[config.mk]
export PLATFORM = sky130hd
export DESIGN_NAME = largest_remainder_apportion
export DESIGN_NICKNAME = d
export VERILOG_FILES = /design/src/rtl/core/lra_pkg.sv /design/src/rtl/core/lra_ram.sv /design/src/rtl/core/lra_div.sv /design/src/rtl/core/largest_remainder_apportion.sv
export VERILOG_INCLUDE_DIRS = /design/src /design/src/rtl/core
export SDC_FILE = /design/constraint.sdc
export NUM_CORES = 2
export LEC_CHECK = 0
export BUFFER_PORTS_ARGS = -buffer_cell sky130_fd_sc_hd__buf_2
export CORE_ASPECT_RATIO = 0.6
export CORE_MARGIN = 4
export CORE_UTILIZATION = 59
export CTS_BUF_LIST = sky130_fd_sc_hd__clkbuf_8
export DETAILED_ROUTE_END_ITERATION = 10
export PLACE_DENSITY = 0.8
export SLEW_MARGIN = 20
export SYNTH_ARGS = -nofsm -noshare
export SYNTH_HDL_FRONTEND = slang
export SYNTH_SLANG_ARGS = --single-unit
[constraint.sdc]
create_clock -name i_clk -period 5.4 [get_ports i_clk]
set_clock_uncertainty 0.1 [all_clocks]
set_input_delay 0.27 -clock i_clk [delete_from_list [all_inputs] [get_ports i_clk]]
set_output_delay 0.27 -clock i_clk [all_outputs]
set_load 0.01 [all_outputs]
[src/rtl/core/largest_remainder_apportion_assert.svh]
// Assertion macros shared by the apportionment RTL.
`ifndef LARGEST_REMAINDER_APPORTION_ASSERT_SVH
`define LARGEST_REMAINDER_APPORTION_ASSERT_SVH

// Check a property on the rising clock edge, skipped while reset is low.
`define LRA_ASSERT(label, prop, msg) \
    label: assert property (@(posedge i_clk) disable iff (!i_rst_n) prop) else $error(msg);

// Check a property on the rising clock edge, including during reset.
`define LRA_ASSERT_ALWAYS(label, prop, msg) \
    label: assert property (@(posedge i_clk) prop) else $error(msg);

`endif

[src/rtl/core/lra_pkg.sv]
// Shared types and constants for the largest-remainder apportionment block.
`default_nettype none
package lra_pkg;
    localparam int MAX_ENTRIES = 16;
    localparam int LENGTH_BITS = 12;
    localparam int IDX_W  = (MAX_ENTRIES > 1) ? $clog2(MAX_ENTRIES) : 1;
    localparam int CNT_W  = $clog2(MAX_ENTRIES + 1);
    localparam int SUM_W  = LENGTH_BITS + IDX_W + 1;
    localparam int PROD_W = 2 * LENGTH_BITS;

    localparam logic [1:0] STAT_OK       = 2'd0;
    localparam logic [1:0] STAT_FIX_OVER = 2'd1;
    localparam logic [1:0] STAT_NO_SHARE = 2'd2;

    typedef struct packed {
        logic [LENGTH_BITS-1:0] entry_value;
        logic                   entry_is_share;
        logic                   entry_last;
    } t_entry;

    typedef struct packed {
        logic [LENGTH_BITS-1:0] resolved_length;
        logic [1:0]             status;
        logic                   result_last;
    } t_result;

    // Entry store word.
    typedef struct packed {
        logic                   share;
        logic [LENGTH_BITS-1:0] value;
    } t_ent_word;

    // Quota store word: share flag, floor quota and remainder.
    typedef struct packed {
        logic                   share;
        logic [LENGTH_BITS-1:0] res;
        logic [SUM_W-1:0]       rem;
    } t_quota_word;

    typedef struct packed {
        logic              start;
        logic [PROD_W-1:0] dividend;
        logic [SUM_W-1:0]  divisor;
    } t_div_req;

    typedef struct packed {
        logic              done;
        logic [PROD_W-1:0] quot;
        logic [SUM_W-1:0]  rem;
    } t_div_rsp;
endpackage
`default_nettype wire

[src/rtl/core/lra_ram.sv]
// Generic single-write, single-read RAM with registered read data.
`default_nettype none
module lra_ram #(
    parameter int WIDTH = 8,
    parameter int DEPTH = 16
) (
    input  wire logic                              i_clk,
    input  wire logic                              i_we,
    input  wire logic [((DEPTH > 1) ? $clog2(DEPTH) : 1)-1:0] i_waddr,
    input  wire logic [WIDTH-1:0]                  i_wdata,
    input  wire logic [((DEPTH > 1) ? $clog2(DEPTH) : 1)-1:0] i_raddr,
    output logic      [WIDTH-1:0]                  o_rdata
);
    logic [WIDTH-1:0] r_mem [DEPTH];

    always_ff @(posedge i_clk) begin
        if (i_we) begin
            r_mem[i_waddr] <= i_wdata;
        end
        o_rdata <= r_mem[i_raddr];
    end
endmodule
`default_nettype wire

[src/rtl/core/lra_div.sv]
// Restoring divider, one quotient bit per cycle.
`default_nettype none
module lra_div (
    input  wire logic              i_clk,
    input  wire logic              i_rst_n,
    input  wire lra_pkg::t_div_req i_req,
    output lra_pkg::t_div_rsp      o_rsp
);
    localparam int STEP_W = $clog2(lra_pkg::PROD_W + 1);

    logic [lra_pkg::PROD_W-1:0] r_q;
    logic [lra_pkg::SUM_W-1:0]  r_r;
    logic [lra_pkg::SUM_W-1:0]  r_d;
    logic [STEP_W-1:0]          r_step;
    logic                       r_run;
    logic                       r_done;
    logic [lra_pkg::SUM_W:0]    trial;
    logic                       ge;

    assign trial = {r_r, r_q[lra_pkg::PROD_W-1]};
    assign ge    = trial >= {1'b0, r_d};

    always_ff @(posedge i_clk) begin
        if (!i_rst_n) begin
            r_run  <= 1'b0;
            r_done <= 1'b0;
            r_step <= '0;
        end else begin
            r_done <= 1'b0;
            if (i_req.start) begin
                r_q    <= i_req.dividend;
                r_r    <= '0;
                r_d    <= i_req.divisor;
                r_step <= STEP_W'(lra_pkg::PROD_W);
                r_run  <= 1'b1;
            end else if (r_run) begin
                // Remainder stays below the divisor, so it fits SUM_W bits.
                r_r    <= ge ? lra_pkg::SUM_W'(trial - {1'b0, r_d})
                             : trial[lra_pkg::SUM_W-1:0];
                r_q    <= {r_q[lra_pkg::PROD_W-2:0], ge};
                r_step <= r_step - 1'b1;
                if (r_step == STEP_W'(1)) begin
                    r_run  <= 1'b0;
                    r_done <= 1'b1;
                end
            end
        end
    end

    assign o_rsp.done = r_done;
    assign o_rsp.quot = r_q;
    assign o_rsp.rem  = r_r;
endmodule
`default_nettype wire

[src/rtl/core/largest_remainder_apportion.sv]
// Largest-remainder apportionment of a configured total length: top level.
//
// Entries load at one per cycle while busy is low; the entry marked last
// raises busy for the final pass. A check state comes first. Each stored
// entry then takes a read, a multiply and a write; a share entry also
// waits on a divide in the shared restoring divider (load, PROD_W (24)
// quotient bits, done). The S_LEFT state sets up the leftover; each
// leftover unit then costs a scan through the quota memory (fewer units
// than shares); then the n results stream out one per cycle in load
// order, and busy falls in the cycle of the last result. An error holds
// busy for the check cycle only and gives a single result in the cycle
// after it. Results appear for one cycle on o_strobe and cannot be held
// off. total_length is written through the config channel, which is
// ready only while idle.
`default_nettype none
module largest_remainder_apportion (
    input  wire logic                          i_clk,
    input  wire logic                          i_rst_n,
    input  wire logic                          start,
    output logic                               busy,
    input  wire lra_pkg::t_entry               i_entry,
    output logic                               o_strobe,
    output lra_pkg::t_result                   o_result,
    input  wire logic                          i_cfg_valid,
    output logic                               o_cfg_ready,
    input  wire logic [lra_pkg::LENGTH_BITS-1:0] i_cfg_data
);
    localparam int LW = lra_pkg::LENGTH_BITS;
    localparam int CW = lra_pkg::CNT_W;
    localparam int IW = lra_pkg::IDX_W;
    localparam int SW = lra_pkg::SUM_W;
    localparam int MX = lra_pkg::MAX_ENTRIES;

    typedef enum logic [3:0] {
        S_LOAD, S_CHECK, S_RD, S_MUL, S_DIV, S_WR, S_LEFT, S_SCAN, S_OUT
    } t_state;

    t_state                   r_state;
    logic [CW-1:0]            r_cnt;
    logic [SW-1:0]            r_fixed;
    logic [SW-1:0]            r_weight;
    logic [LW-1:0]            r_total;
    logic [LW-1:0]            r_rest;
    logic [LW-1:0]            r_used;
    logic [CW-1:0]            r_idx;
    logic                     r_pv;
    logic [IW-1:0]            r_pidx;
    logic [CW-1:0]            r_left;
    logic [MX-1:0]            r_given;
    logic                     r_found;
    logic [IW-1:0]            r_best;
    logic [SW-1:0]            r_best_rem;
    logic [LW-1:0]            r_res;
    logic [SW-1:0]            r_rem;
    logic                     r_sh;
    logic [lra_pkg::PROD_W-1:0] r_prod;
    logic                     r_div_go;
    logic                     r_strobe;
    lra_pkg::t_result         r_result;

    logic                     accept;
    logic                     store;
    lra_pkg::t_ent_word       a_wdata;
    lra_pkg::t_ent_word       a_rdata;
    lra_pkg::t_quota_word     b_wdata;
    lra_pkg::t_quota_word     b_rdata;
    lra_pkg::t_div_req        div_req;
    lra_pkg::t_div_rsp        div_rsp;
    logic [LW:0]              rest_full;
    logic                     last_data;
    logic                     cand;
    logic                     fin_found;
    logic [IW-1:0]            fin_best;

    assign accept      = start && !busy;
    assign store       = accept && (r_cnt < CW'(MX));
    assign busy        = (r_state != S_LOAD);
    assign o_cfg_ready = (r_state == S_LOAD);
    assign o_strobe    = r_strobe;
    assign o_result    = r_result;

    assign a_wdata.share = i_entry.entry_is_share;
    assign a_wdata.value = i_entry.entry_value;
    assign b_wdata.share = r_sh;
    assign b_wdata.res   = r_res;
    assign b_wdata.rem   = r_rem;

    lra_ram #(.WIDTH($bits(lra_pkg::t_ent_word)), .DEPTH(MX)) u_ent_ram (
        .i_clk   (i_clk),
        .i_we    (store),
        .i_waddr (r_cnt[IW-1:0]),
        .i_wdata (a_wdata),
        .i_raddr (r_idx[IW-1:0]),
        .o_rdata (a_rdata)
    );

    lra_ram #(.WIDTH($bits(lra_pkg::t_quota_word)), .DEPTH(MX)) u_quota_ram (
        .i_clk   (i_clk),
        .i_we    (r_state == S_WR),
        .i_waddr (r_idx[IW-1:0]),
        .i_wdata (b_wdata),
        .i_raddr (r_idx[IW-1:0]),
        .o_rdata (b_rdata)
    );

    assign div_req.start    = r_div_go;
    assign div_req.dividend = r_prod;
    assign div_req.divisor  = r_weight;

    lra_div u_div (
        .i_clk   (i_clk),
        .i_rst_n (i_rst_n),
        .i_req   (div_req),
        .o_rsp   (div_rsp)
    );

    assign rest_full = {1'b0, r_total} - r_fixed[LW:0];
    assign last_data = r_pv && (CW'(r_pidx) == r_cnt - 1'b1);
    assign cand      = b_rdata.share && !r_given[r_pidx]
                       && (!r_found || (b_rdata.rem > r_best_rem));
    assign fin_found = r_found || cand;
    assign fin_best  = cand ? r_pidx : r_best;

    always_ff @(posedge i_clk) begin
        if (!i_rst_n) begin
            r_state  <= S_LOAD;
            r_cnt    <= '0;
            r_fixed  <= '0;
            r_weight <= '0;
            r_total  <= '0;
            r_idx    <= '0;
            r_pv     <= 1'b0;
            r_div_go <= 1'b0;
            r_strobe <= 1'b0;
            r_found  <= 1'b0;
            r_given  <= '0;
            r_left   <= '0;
            r_used   <= '0;
        end else begin
            r_strobe <= 1'b0;
            r_div_go <= 1'b0;
            case (r_state)
                S_LOAD: begin
                    if (i_cfg_valid) begin
                        r_total <= i_cfg_data;
                    end
                    if (store) begin
                        r_cnt <= r_cnt + 1'b1;
                        if (i_entry.entry_is_share) begin
                            r_weight <= r_weight + SW'(i_entry.entry_value);
                        end else begin
                            r_fixed <= r_fixed + SW'(i_entry.entry_value);
                        end
                    end
                    if (accept && i_entry.entry_last) begin
                        r_state <= S_CHECK;
                    end
                end
                S_CHECK: begin
                    r_idx  <= '0;
                    r_used <= '0;
                    r_rest <= rest_full[LW-1:0];
                    if (r_fixed > SW'(r_total)) begin
                        r_strobe <= 1'b1;
                        r_result <= '{resolved_length: '0,
                                      status: lra_pkg::STAT_FIX_OVER, result_last: 1'b1};
                        r_cnt    <= '0;
                        r_fixed  <= '0;
                        r_weight <= '0;
                        r_state  <= S_LOAD;
                    end else if ((r_weight == '0) && (rest_full != '0)) begin
                        r_strobe <= 1'b1;
                        r_result <= '{resolved_length: '0,
                                      status: lra_pkg::STAT_NO_SHARE, result_last: 1'b1};
                        r_cnt    <= '0;
                        r_fixed  <= '0;
                        r_weight <= '0;
                        r_state  <= S_LOAD;
                    end else begin
                        r_state <= S_RD;
                    end
                end
                S_RD: begin
                    r_state <= S_MUL;
                end
                S_MUL: begin
                    r_sh <= a_rdata.share;
                    if (!a_rdata.share) begin
                        r_res   <= a_rdata.value;
                        r_rem   <= '0;
                        r_state <= S_WR;
                    end else if (r_weight == '0) begin
                        r_res   <= '0;
                        r_rem   <= '0;
                        r_state <= S_WR;
                    end else begin
                        r_prod   <= a_rdata.value * r_rest;
                        r_div_go <= 1'b1;
                        r_state  <= S_DIV;
                    end
                end
                S_DIV: begin
                    if (div_rsp.done) begin
                        // Floor quota never exceeds the rest, so LW bits hold it.
                        r_res   <= div_rsp.quot[LW-1:0];
                        r_rem   <= div_rsp.rem;
                        r_used  <= r_used + div_rsp.quot[LW-1:0];
                        r_state <= S_WR;
                    end
                end
                S_WR: begin
                    if (r_idx == r_cnt - 1'b1) begin
                        r_state <= S_LEFT;
                    end else begin
                        r_idx   <= r_idx + 1'b1;
                        r_state <= S_RD;
                    end
                end
                S_LEFT: begin
                    r_idx   <= '0;
                    r_pv    <= 1'b0;
                    r_found <= 1'b0;
                    r_given <= '0;
                    r_left  <= CW'(r_rest - r_used);
                    r_state <= (r_rest == r_used) ? S_OUT : S_SCAN;
                end
                S_SCAN: begin
                    if (r_idx < r_cnt) begin
                        r_pv   <= 1'b1;
                        r_pidx <= r_idx[IW-1:0];
                        r_idx  <= r_idx + 1'b1;
                    end else begin
                        r_pv <= 1'b0;
                    end
                    if (r_pv && cand) begin
                        r_found    <= 1'b1;
                        r_best     <= r_pidx;
                        r_best_rem <= b_rdata.rem;
                    end
                    if (last_data) begin
                        // Award one unit to the winner, then rescan or finish.
                        r_idx   <= '0;
                        r_pv    <= 1'b0;
                        r_found <= 1'b0;
                        if (fin_found) begin
                            r_given[fin_best] <= 1'b1;
                            r_left <= r_left - 1'b1;
                        end
                        if (!fin_found || (r_left == CW'(1))) begin
                            r_state <= S_OUT;
                        end
                    end
                end
                S_OUT: begin
                    if (r_idx < r_cnt) begin
                        r_pv   <= 1'b1;
                        r_pidx <= r_idx[IW-1:0];
                        r_idx  <= r_idx + 1'b1;
                    end else begin
                        r_pv <= 1'b0;
                    end
                    if (r_pv) begin
                        r_strobe <= 1'b1;
                        r_result <= '{resolved_length: b_rdata.res + LW'(r_given[r_pidx]),
                                      status: lra_pkg::STAT_OK, result_last: last_data};
                    end
                    if (last_data) begin
                        r_pv     <= 1'b0;
                        r_cnt    <= '0;
                        r_fixed  <= '0;
                        r_weight <= '0;
                        r_state  <= S_LOAD;
                    end
                end
                default: begin
                    r_state <= S_LOAD;
                end
            endcase
        end
    end

`include "largest_remainder_apportion_assert.svh"

    `LRA_ASSERT(a_mid_result_busy, o_strobe && !o_result.result_last |-> busy, "result mid-run while idle")
    `LRA_ASSERT(a_final_idle, o_strobe && o_result.result_last |-> !busy, "not idle after final result")
    `LRA_ASSERT(a_error_single, o_strobe && (o_result.status != lra_pkg::STAT_OK) |-> o_result.result_last && (o_result.resolved_length == '0), "error result malformed")
    `LRA_ASSERT(a_last_starts, start && !busy && i_entry.entry_last |=> busy, "last entry did not start the pass")
endmodule
`default_nettype wire
Yosys cells after proc, flatten, opt, wreduce, memory -nomap -nowiden
Memory sizes are Yosys's and may differ from the RTL's. A register that Yosys moved wholly into a read port is not among the register bits.
Cells that the tools add are included.

operators by class
  shift operators = 0
  div/mod/pow operators = 0
  multiplexer cells = 80
  $mul = 1
  reductions and logical operators = 51
  bitwise operators = 4
  $lt $le $gt $ge = 8
  add/sub/neg operators = 12
  equal/unequal tests = 27

operator list
  cell                                                                   number
  17-bit 2-to-1 mux                                                      12
  17-bit one-hot mux with 3 select lines                                 2
  5-bit 2-to-1 mux                                                       11
  12-bit 2-to-1 mux                                                      4
  24-bit 2-to-1 mux                                                      2
  12-bit one-hot mux with 2 select lines                                 2
  15-bit 2-to-1 mux                                                      3
  4-bit one-hot mux with 9 select lines                                  1
  17-bit by 12-bit adder with 17-bit output                              2
  17-bit one-hot mux with 2 select lines                                 1
  16-bit 2-to-1 mux                                                      2
  16-bit one-hot mux with 2 select lines                                 1
  15-bit one-hot mux with 2 select lines                                 1
  4-bit 2-to-1 mux                                                       7
  12-bit by 12-bit multiplier with 24-bit output                         1
  1-bit 2-to-1 mux                                                       20
  5-bit one-hot mux with 4 select lines                                  1
  18-bit by 17-bit greater-or-equal comparator with 1-bit output         1
  17-bit by 12-bit > comparator with 1-bit output                        1
  17-bit > comparator                                                    1
  17-bit logical NOT                                                     1
  17-bit subtractor                                                      1
  4-bit by 3-bit equality test with 1-bit output, second input constant  4
  2-bit inequality test, second input constant                           8
  other kinds (42)                                                       93

word-level totals
  latch bits = 0
  word-level logic and storage cells = 216
  bits in writable memories = 688
  memories kept = 2
  register bits after elaboration = 268
  ROM bits = 0

memories
  name               words  width  rd ports  clocked after memory_dff  write ports  line           text
  u_quota_ram.r_mem  16     30     1         1                         1            lra_ram.sv:14  logic [WIDTH-1:0] r_mem [DEPTH];
  u_ent_ram.r_mem    16     13     1         1                         1            lra_ram.sv:14

Depth between registers and ports, before layout
  depth in word-level cells = 14
  depth in mapped cells = 22
  depth with buffers taken out = 21

Modules after synthesis
A second synthesis with hierarchy kept.

second synthesis, totals
  cells, all modules = 3244
  area total of the unflattened synthesis = 47316.6 um2

by module, submodules not included
  module                       area an instance (um2)  times used  cells an instance
  lra_ram at u_quota_ram       18939.4                 1           785
  largest_remainder_apportion  16398.2                 1           1789
  lra_ram at u_ent_ram         8242.9                  1           355
  lra_div                      3736.1                  1           315

Least setup slack after synthesis
Ideal clock, no wire load.

  path type = register to register
  start point = register r_rest[3]
  end point = register r_prod[22] (netlist bit), data pin
  cell stages (with the launch flop) = 20
  data required time = 5043 ps
  arrival = 5153 ps
  path slack = -110 ps
  cells stage by stage = edfxtp_1 clkbuf_1 nand2_1 fa_1 fa_1 fa_1 inv_1 fa_1 inv_1 fa_1 inv_1 ha_1 or3_1 o21ai_0 a21oi_1 a41oi_1 a211oi_1 o31a_1 o31a_1 xor2_1

between the ends
  word-level cells in the longest chain between the ends = 1

RTL lines
  item                                            line                                text
  start, declared                                 largest_remainder_apportion.sv:43   logic [LW-1:0] r_rest;
  start signal, assigned                          largest_remainder_apportion.sv:162  r_rest <= rest_full[LW-1:0];
  12-bit by 12-bit multiplier with 24-bit output  largest_remainder_apportion.sv:197  r_prod <= a_rdata.value * r_rest;
  end signal, assigned                            largest_remainder_apportion.sv:197
  end, declared                                   largest_remainder_apportion.sv:56   logic [lra_pkg::PROD_W-1:0] r_prod;

No other way between the ends.
A chain may end at the register's enable or synchronous reset.

Final worst setup path
  start point = register r_rest[4]
  end point = register r_prod[22] (netlist bit), data pin

Same word-level chain as after synthesis.

==> metrics.log <==
INFO  metric run_status = finished with violations
INFO  metric violations = negative setup slack
INFO  metric fmax = 0.185 GHz
INFO  metric synthMuxAreaShare = 11.6%
INFO  metric class_of_the_worst_hold_path = in -> reg
INFO  metric setup_total_negative_slack = -0.0185 ns
INFO  metric die_height = 226 microns
INFO  metric critical-path-slowest-cell = fa_1
INFO  metric timing.max_slew.rel_slack = 22.2%
INFO  metric synth_warnings = 0
INFO  metric syn_inst = 3120
INFO  metric finalMaxSlewViolations = 0
INFO  metric ir_drop = 1.73 mV
INFO  metric design.die.area = 83900 sq um
INFO  metric placement_rows = 79
INFO  metric core = 78000 sq um
INFO  metric dp_worst_setup_slack = -0.307 ns
INFO  metric worst_pin_slew = 1.17 ns
INFO  metric multi_input_comb_area = 17000 sq um
INFO  metric routed_antenna_nets = 0
INFO  metric io_pins = 48
INFO  metric rsz_0062_raised_after_global_routing = yes
INFO  metric post_synth_and_or_nand_nor_area_fraction = 7.73%
INFO  metric synth_nets = 3435
INFO  metric synth_seq_area_share = 61.1%
INFO  metric clkSinkCount = 999
INFO  metric clkLatencyLatePin = 0.84 ns
INFO  metric static-leakage-power = 18.6 nW
INFO  metric final_period_util = 100%
INFO  metric synth-compound-area-share = 5.27%
INFO  metric route.vias.total = 28300
INFO  metric number_of_design_rule_violations_left_after_detail_routing = 0
INFO  metric yosys.area_share.xor_xnor = 1.91%
INFO  metric critPathMaxFanout = 4
INFO  metric main_combinational_cell_family_by_area_after_synthesis = multiplexers
INFO  metric most_frequent_cell_on_critical_path = fa_1
INFO  metric fin_util = 66.6%
INFO  metric async_flop_share = 0%
INFO  metric final_common_cell = edfxtp_1
INFO  metric clock_tree.root_cell = clkbuf_8
INFO  metric postRouteWirelength = 112000 microns
INFO  metric numPortBuffers = 47
INFO  metric n_fill_cell = 5122
INFO  metric htreeDepth = 4
INFO  metric crit_path_max_incr_delay = 0.56 ns
INFO  metric synth_fa_ha_area_share = 9.34%
INFO  metric initial_core_util = 59.9%
INFO  metric clock_tree.buffer_depth = 3
INFO  metric grt.total_usage = 27.2%
INFO  metric final_nets = 3632
INFO  metric postSynthAreaPerCell = 15.0 sq um
INFO  metric post_route_cells_drive_above_1_share = 19.6%
INFO  metric antenna_found_initial = 2
INFO  metric finalSetupViolCount = 1
INFO  metric post_synth_num_cell_types = 81
INFO  metric timing.critical_path.from_type = flop
INFO  metric avgRoutedWirePerCell = 25.0 microns
INFO  metric detail_route.first_pass.iterations = 6
INFO  metric mappedNetlistArea = 46700 sq um
INFO  metric tritoncts = done
INFO  metric die_w = 371 microns
INFO  metric worstPathCellList = buf_6 -> nand2_1 -> fa_1 -> fa_1 -> inv_2 -> fa_1 -> fa_1 -> inv_1 -> fa_1 -> inv_1 -> ha_2 -> or3_4 -> o21ai_4 -> a21oi_2 -> a41oi_2 -> a211oi_2 -> o31a_1 -> o31a_1 -> xor2_1
INFO  metric report.final.hold_viol_count = 0
INFO  metric grt_max_degree = 128
INFO  metric grt_pass1_wl = 170000 microns
INFO  metric area_growth = 11.2%
INFO  metric hpwlAfterDp = 71500 microns
INFO  metric synth_edf_count = 852
INFO  metric top_ff_cell_synth = edfxtp_1
INFO  metric grt_pass1_vias = 28200
INFO  metric grt-ovfl-total = 0
INFO  metric final_period_minus_worst_setup_slack = 5.42 ns
INFO  metric power.density_cell_area = 705 nW/um^2
INFO  metric detailedRoute.firstIterationViolations = 4199
INFO  metric seq_area = 28500 sq um
INFO  metric path_class = reg -> reg
INFO  metric cts_buffers = 141
INFO  metric worst-endpoint-required = 5.86 ns
INFO  metric worstSetupEndpointType = flop
INFO  metric arrival = 5.88 ns
INFO  metric gp_congestion = 0.935
INFO  metric finalWorstSetupSlack = -0.0185 ns
INFO  metric clk_transition_reported_paths = 0.07 ns
INFO  metric postSynthRegisterBits = 999
INFO  metric mostFrequentLayoutCells = edfxtp_1 (852), inv_1 (285), nand2_1 (233)
INFO  metric drv.max_cap_violation_count = 0
INFO  metric detail_route.vias_per_cell = 6.31
synth_stat cells (all sizes together), types with 36 or more instances:
cell type	instances	area [sq um]
a21oi	88	440
and2	88	551
and3	36	225
clkbuf	105	394
dfxtp	147	2940
edfxtp	852	25600
fa	106	2120
ha	179	2240
inv	236	886
mux4	220	4950
nand2	235	882
nand3	42	210
nand4	42	278
nor2	112	423
nor3	46	230
o21ai	119	596
xnor2	61	542
xor2	40	350
worst max-delay path, delay by kind of cell (launching register included):
family | cells | cell delay (ns)
simple gates | 2 | 0.41
flops | 1 | 0.49
buf+inv | 4 | 0.32
compound gates | 6 | 1.02
xor+xnor | 1 | 0.15
fa+ha+maj | 6 | 2.65
power breakdown:
part	total [mW]	switching [mW]	internal (mW)
sequential	9.94	0.363	9.57
clock	5.62	2.96	2.66
combinational	21.1	11.2	9.89
total	36.6	14.5	22.1
through the flow:
step	hold slack (ns)	power (mW)	area [sq um]	std cells
4_1_cts	0.191	34.5	51700	4474
6_report	0.298	36.6	51900	4483
5_1_grt	0.272	39.5	51900	4481
3_5_place_dp	0.320	28.4	48500	4164
2_1_floorplan	0.269	23.2	46700	3120
3_3_place_gp	0.318	27.9	48500	4164
registers in the layout, indices dropped and copies added, names as in the netlist, 5 cells and up:
name / flops
u_div.r_r: 17
u_ent_ram.r_mem: 208
r_given: 16
r_res: 12
u_div.r_d: 17
r_best_rem: 17
r_rest: 12
r_left: 5
r_used: 12
o_result: 15
u_ent_ram.o_rdata: 13
u_div.r_step: 5
u_quota_ram.o_rdata: 30
r_cnt: 5
u_quota_ram.r_mem: 480
r_fixed: 17
r_prod: 24
r_weight: 17
r_total: 12
r_rem: 17
r_idx: 5
u_div.r_q: 24
cells by family (layout without fill, tap and decap cells):
| family | count (synthesis) | in the layout |
|---|---|---|
| xor+xnor | 101 | 101 |
| compound gates | 383 | 383 |
| mux | 262 | 262 |
| buf+inv | 375 | 683 |
| simple gates | 715 | 715 |
| flops | 999 | 999 |
| other cells | 0 | 2 |
| fa+ha+maj | 285 | 285 |
layer usage:
layer	vias to the layer above	wire length [microns]	share of wire, %	track usage (%)
li1	12100	-	-	-
met1	14300	47300	42	41.6
met2	1721	49900	44	39.4
met3	228	12400	11	6.02
met4	2	2560	2.3	8.28
met5	-	13	0.012	0.113
final cells by class:
cell class / count / share of cell area [%]
timing repair buffer: 192 / 2.89
sequential: 999 / 55.0
clock buffer: 154 / 4.08
inverter: 237 / 1.72
clock inverter: 100 / 0.964
antenna: 2 / 0.00964
tap: 1053 / 2.54
multi-input combinational: 1746 / 32.8
what timing repair did:
| action | CTS | global route |
|---|---|---|
| hold endpoints to repair | 254 | 0 |
| resized for setup | 10 | 43 |
| hold buffers | 51 | 0 |
| buffers inserted | 5 | 7 |
| pin swaps | 3 | 24 |
| endpoints found under the setup margin | 5 | 8 |
worst paths after layout:
check,cells after the start,slack (ns),to,startpoint
min,8,0.30,r_state[3],i_entry[0]
min reg2reg,0,0.34,r_best_rem[6],u_quota_ram.o_rdata[6]
max reg2reg,19,-0.02,r_prod[22],r_rest[4]
max,19,-0.02,r_prod[22],r_rest[4]
Power figures use the tool's default switching activity.
